`src/sv/aabb_pkg.sv`:
```
package aabb_pkg;

    // Wide working width for exact edge sums and shifted products.
    localparam int WIDE_W = 64;
    // Operand width of the shared multiplier.
    localparam int OPW = 34;

    localparam int DEF_MAX_STATIC_BOXES = 64;
    localparam int DEF_FRACTION_BITS    = 16;

    // Reset values of the configuration registers.
    localparam logic [16:0]        RST_TIME_STEP    = 17'd1092;
    localparam logic signed [31:0] RST_GRAVITY_Y    = 32'sd642908;
    localparam logic [30:0]        RST_SLOP         = 31'd655;
    localparam logic [16:0]        RST_CORR_GAIN    = 17'd52429;
    localparam logic [6:0]         RST_STATIC_COUNT = 7'd0;

    localparam int CFG_IDX_W = 3;

    typedef enum logic [CFG_IDX_W-1:0] {
        CFG_TIME_STEP    = 3'd0,
        CFG_GRAVITY_Y    = 3'd1,
        CFG_SLOP         = 3'd2,
        CFG_CORR_GAIN    = 3'd3,
        CFG_STATIC_COUNT = 3'd4
    } t_cfg_idx;

    // Input function codes.
    localparam logic FUNC_LOAD = 1'b0;
    localparam logic FUNC_STEP = 1'b1;

    typedef logic signed [WIDE_W-1:0] t_wide;
    typedef logic signed [OPW-1:0]    t_opnd;

    typedef struct packed {
        logic signed [31:0] left;
        logic signed [31:0] top;
        logic [30:0]        w;
        logic [30:0]        h;
    } t_box;

    typedef enum logic [3:0] {
        ST_IDLE,
        ST_GRAV,
        ST_DRAG,
        ST_FACT,
        ST_VX,
        ST_VY,
        ST_PX,
        ST_PY,
        ST_PYW,
        ST_RD,
        ST_EDGE,
        ST_OV,
        ST_NRM,
        ST_CORR,
        ST_APPLY,
        ST_REFL
    } t_state;

    // Clamp a wide value into 32-bit signed range.
    function automatic logic signed [31:0] sat32(input t_wide v);
        if (v > 64'sd2147483647) begin
            return 32'sh7FFFFFFF;
        end else if (v < -64'sd2147483648) begin
            return 32'sh80000000;
        end
        return v[31:0];
    endfunction

endpackage

```
`src/sv/aabb_mul.sv`:
```
module aabb_mul #(
    parameter int FRACTION_BITS = aabb_pkg::DEF_FRACTION_BITS
) (
    input  logic            i_clk,
    input  aabb_pkg::t_opnd i_a,
    input  aabb_pkg::t_opnd i_b,
    output aabb_pkg::t_wide o_p
);
    import aabb_pkg::*;

    logic signed [2*OPW-1:0] w_prod;
    logic signed [2*OPW-1:0] w_shift;
    t_wide                   r_p;

    // Full signed product; the arithmetic shift rounds toward minus infinity.
    assign w_prod  = i_a * i_b;
    assign w_shift = w_prod >>> FRACTION_BITS;

    // Registered result, consumed by the sequencer in the next cycle.
    always_ff @(posedge i_clk) begin
        r_p <= w_shift[WIDE_W-1:0];
    end

    assign o_p = r_p;

endmodule

```
`config.mk`:
```
export PLATFORM = sky130hd
export DESIGN_NAME = aabb_mul
export DESIGN_NICKNAME = d
export VERILOG_FILES = /design/src/sv/aabb_pkg.sv /design/src/sv/aabb_mul.sv
export SDC_FILE = /design/constraint.sdc
export NUM_CORES = 2
export LEC_CHECK = 0
export BUFFER_PORTS_ARGS = -buffer_cell sky130_fd_sc_hd__buf_2
export CAP_MARGIN = 20
export CORE_ASPECT_RATIO = 0.9
export CORE_UTILIZATION = 55
export DETAILED_ROUTE_END_ITERATION = 12
export PLACE_DENSITY = 0.72
export RECOVER_POWER = 50
export SETUP_SLACK_MARGIN = 0.05
export SLEW_MARGIN = 10
export SYNTH_ARGS = -nofsm -noshare
export SYNTH_HDL_FRONTEND = slang
export SYNTH_SLANG_ARGS = --single-unit
```
`constraint.sdc`:
```
create_clock -name i_clk -period 25.1 [get_ports i_clk]
set_input_delay 2.51 -clock i_clk [delete_from_list [all_inputs] [get_ports i_clk]]
set_output_delay 2.51 -clock i_clk [all_outputs]
set_load 0.03 [all_outputs]
```
Word level (Yosys, flattened, before mapping)

Index checks and enable logic that the tools add are counted.

Register bits: 52
Output and inout bits: 64

Multipliers: 1

Operator list:

| kind                                           | count |
|---|---|
| 34-bit by 34-bit multiplier with 68-bit output | 1 |

Longest topological paths before layout

Depth in word-level cells: 1
Depth in mapped cells: 31
Mapped depth without buffers: 29

Least setup slack after synthesis

Ideal clock, no wire load.

Path type: input port to flip-flop
From: input port i_a[33]
To: register r_p[48] (netlist: o_p[48])
Library setup time: 120 ps
Arrival: 9796 ps
Data required time: 24980 ps
Slack: 15184 ps
Stages: 24
Buffers on the path: 2
Cells stage by stage: clkbuf_1 -> nand2_1 -> inv_1 -> fa_1 -> fa_1 -> fa_1 -> fa_1 -> fa_1 -> fa_1 -> fa_1 -> inv_1 -> fa_1 -> inv_1 -> ha_1 -> clkbuf_1 -> nand4_1 -> nor3_1 -> inv_1 -> or3_1 -> o22ai_1 -> nor4_1 -> a211oi_1 -> a21oi_1 -> xnor2_1

Word-level cells in the longest chain between the ends: 1

Ends and longest elaborated chain:

| item                                           | line           | text |
|---|---|---|
| start: declaration                             | aabb_mul.sv:5  | `input aabb_pkg::t_opnd i_a,` |
| 34-bit by 34-bit multiplier with 68-bit output | aabb_mul.sv:16 | `assign w_prod = i_a * i_b;` |
| net w_prod[64]                                 | aabb_mul.sv:11 | `logic signed [2*OPW-1:0] w_prod;` |
| end signal: assignment                         | aabb_mul.sv:21 | `r_p <= w_shift[WIDE_W-1:0];` |
| end: declaration                               | aabb_mul.sv:13 | `t_wide r_p;` |

The timed path passes the listed nets, and every way through them passes these cells.

Worst setup path after layout

From: input port i_a[18]
To: register r_p[25] (netlist: o_p[25])

Same word-level chain as after synthesis.

==> impl_metrics.env <==
export IMPL_status="finished, final reports clean"
export IMPL_setup_worst_path_end_class="flip-flop"
export IMPL_critical_path_required_ns=25.37
export IMPL_worst_setup_path_start_kind="input pin"
export IMPL_cp_startpoint="i_a[18]"
export IMPL_worst_hold_path_type="flip-flop to output pin"
export IMPL_initial_utilization=0.5560
export IMPL_setup_viol=0
export IMPL_synth_seq_area_share=0.02458
export IMPL_cts_root_buffer="clkbuf_16"
export IMPL_die_height_um=265.2
export IMPL_ys_ff_latch=52
export IMPL_synth_top_cells_by_count="1240 x fa_1, 1235 x inv_1, 618 x and2_1"
export IMPL_primary_flip_flop_cell_chosen_by_synthesis_mapping="dfxtp_1"
export IMPL_cp_max_fo=34
export IMPL_maxCapViolCount=0
export IMPL_drc=0
export IMPL_postSynthCellCount=4505
export IMPL_final_antenna_net_count=0
export IMPL_synthToLayoutAreaGrowth_pct=3.209
export IMPL_first_global_vias=32591
export IMPL_num_rows=96
export IMPL_crit_path_end="o_p[25]"
export IMPL_criticalPathCategory="input pin to flip-flop"
export IMPL_routabilityCongestion=0.9374
export IMPL_synth_nets=6014
export IMPL_synth_cell_type_count=57
export IMPL_cp_slowest_cell="a221oi_1"
export IMPL_layout_min_cycle_time_ns=11.39
export IMPL_port_buffers=132
export IMPL_crit_family="adder cells"
export IMPL_slew_headroom=0.1031
export IMPL_hold_viol=0
export IMPL_ys_warn_count=0
export IMPL_post_syn_area_um2=42340
export IMPL_largest_register_ffs=52
export IMPL_netlist_top_cells_area="fa_1 59%, inv_1 11%, and2_1 9.1%"
export IMPL_synth_most_common_cell="fa_1"
export IMPL_cts_root_to_sink_buffers=2
export IMPL_die_width_um=294.5
export IMPL_timing_critical_path_slowest_cell_delay_ns=1.13
export IMPL_antenna_found_initial=6
export IMPL_place_hpwl_um=89250
export IMPL_boundaryPins=133
export IMPL_arrival_time_of_the_worst_setup_path_ns=11.65
export IMPL_grtUsageTotal=0.3158
export IMPL_postCtsSetupRepairBufs=0
export IMPL_synth_top_cell_area_share=0.5863
export IMPL_drive_above_1_share=0.02927
export IMPL_grt_pass1_wl_um=186200
export IMPL_avgSynthCellArea_um2=9.399
export IMPL_wire_per_inst_um=20.92
export IMPL_grt_setup_unrepaired="false"
export IMPL_worst_slew_pin_transition_ns=1.345
export IMPL_dr_total_vias=29546
export IMPL_critical_path_depth=26
export IMPL_clock_tree_from_tritoncts="built"
export IMPL_cts_buffers_inserted=5
export IMPL_floorplan_die_area_um2=78100
export IMPL_critPathBufInv=6
export IMPL_hold_depth=1
export IMPL_drt_iter0_markers=2107
export IMPL_h_tree_depth=2
export IMPL_finalWirelength_um=114500
export IMPL_finish_net_count=5949
export IMPL_dr_pass1_iters=5
export IMPL_count_of_hold_fix_buffers_inserted_at_cts=0
export IMPL_timing_final_max_slew_violations=0
export IMPL_cpMostUsedCell="fa_1"
export IMPL_tns_ns=0
export IMPL_achievable_frequency_mhz=87.83
export IMPL_clkSinkCount=52
export IMPL_pin_count_of_the_biggest_net_entering_global_routing=35
export IMPL_cts_repair_resize_count=0
export IMPL_post_synth_edffs=0
export IMPL_ys_async_sr_fraction=0
export IMPL_avgViaCountPerCell=5.399
export IMPL_grt_ovfl_total=0
export IMPL_fin_crit_sh=0.4536
export IMPL_worst_setup_hold_path_clk_slew_ns=0.09
export IMPL_synth_largest_area_cell="fa_1"
export IMPL_core_area_um2=76150
## layer usage
| layer | routed length (um) | part of all wire | up-vias | GRT usage |
|---|---|---|---|---|
| li1 | - | - | 12459 | - |
| met1 | 46670 | 0.41 | 15407 | 0.4450 |
| met2 | 50660 | 0.44 | 1427 | 0.4687 |
| met3 | 13210 | 0.12 | 245 | 0.09935 |
| met4 | 3896 | 0.034 | 8 | 0.09642 |
| met5 | 60 | 0.00052 | - | 0 |
## logic make-up after synthesis
kind of cell    share of synthesized area
xor+xnor                          0.01427
flops                             0.02458
simple gates                       0.1542
fa+ha+maj                          0.6454
buf+inv                            0.1318
compound gates                    0.02970
## cells in the final DEF (no fill, tap or decap), types with 9 or more instances in the layout
cell type  instances
nor2_1            51
and2_1           618
ha_1             200
clkbuf_1          58
nand2_1          548
o21bai_1           9
o21ai_0           24
nand3_1           12
dfxtp_1           52
fa_1            1240
buf_4             32
xnor2_1           47
buf_2             74
nand2b_1          14
xor2_1            22
inv_1           1235
a21o_1            46
a21oi_1           57
## cell type report
cell class                      instances  area, um2
Fill cell                            6748      32450
Tap cell                             1029       1287
Clock buffer                            5      125.1
Antenna cell                            3      7.507
Timing Repair Buffer                  165      855.8
Clock inverter                          3      26.28
Inverter                             1236       4639
Sequential cell                        52       1041
Multi-Input combinational cell       2980      35720
## how the worst min path moves through the flow
stage | from | endpoint | slack (ns)
4_1_cts | o_p[7] | o_p[7] | 3.35
5_1_grt | o_p[41] | o_p[41] | 3.39
2_1_floorplan | o_p[0] | o_p[0] | 2.88
6_report | o_p[41] | o_p[41] | 3.36
3_5_place_dp | o_p[27] | o_p[27] | 2.94
3_3_place_gp | o_p[7] | o_p[7] | 2.94
## per-stage QoR
step | cell area (um2) | util | instances | worst slack [ns] | hold WS, ns
final | 43700 | 0.5739 | 5473 | 13.71 | 3.361
after global routing | 43700 | 0.5738 | 5471 | 13.53 | 3.392
after CTS | 43740 | 0.5744 | 5469 | 14.08 | 3.353
after detailed placement | 43590 | 0.5724 | 5461 | 13.75 | 2.943
after global placement | 43590 | 0.5724 | 5461 | 13.71 | 2.943
after floorplan | 42340 | - | 4505 | 15.18 | 2.883
Power is not shown: default switching activity piles up to over one toggle a cycle in this logic, so the estimate is an artifact.
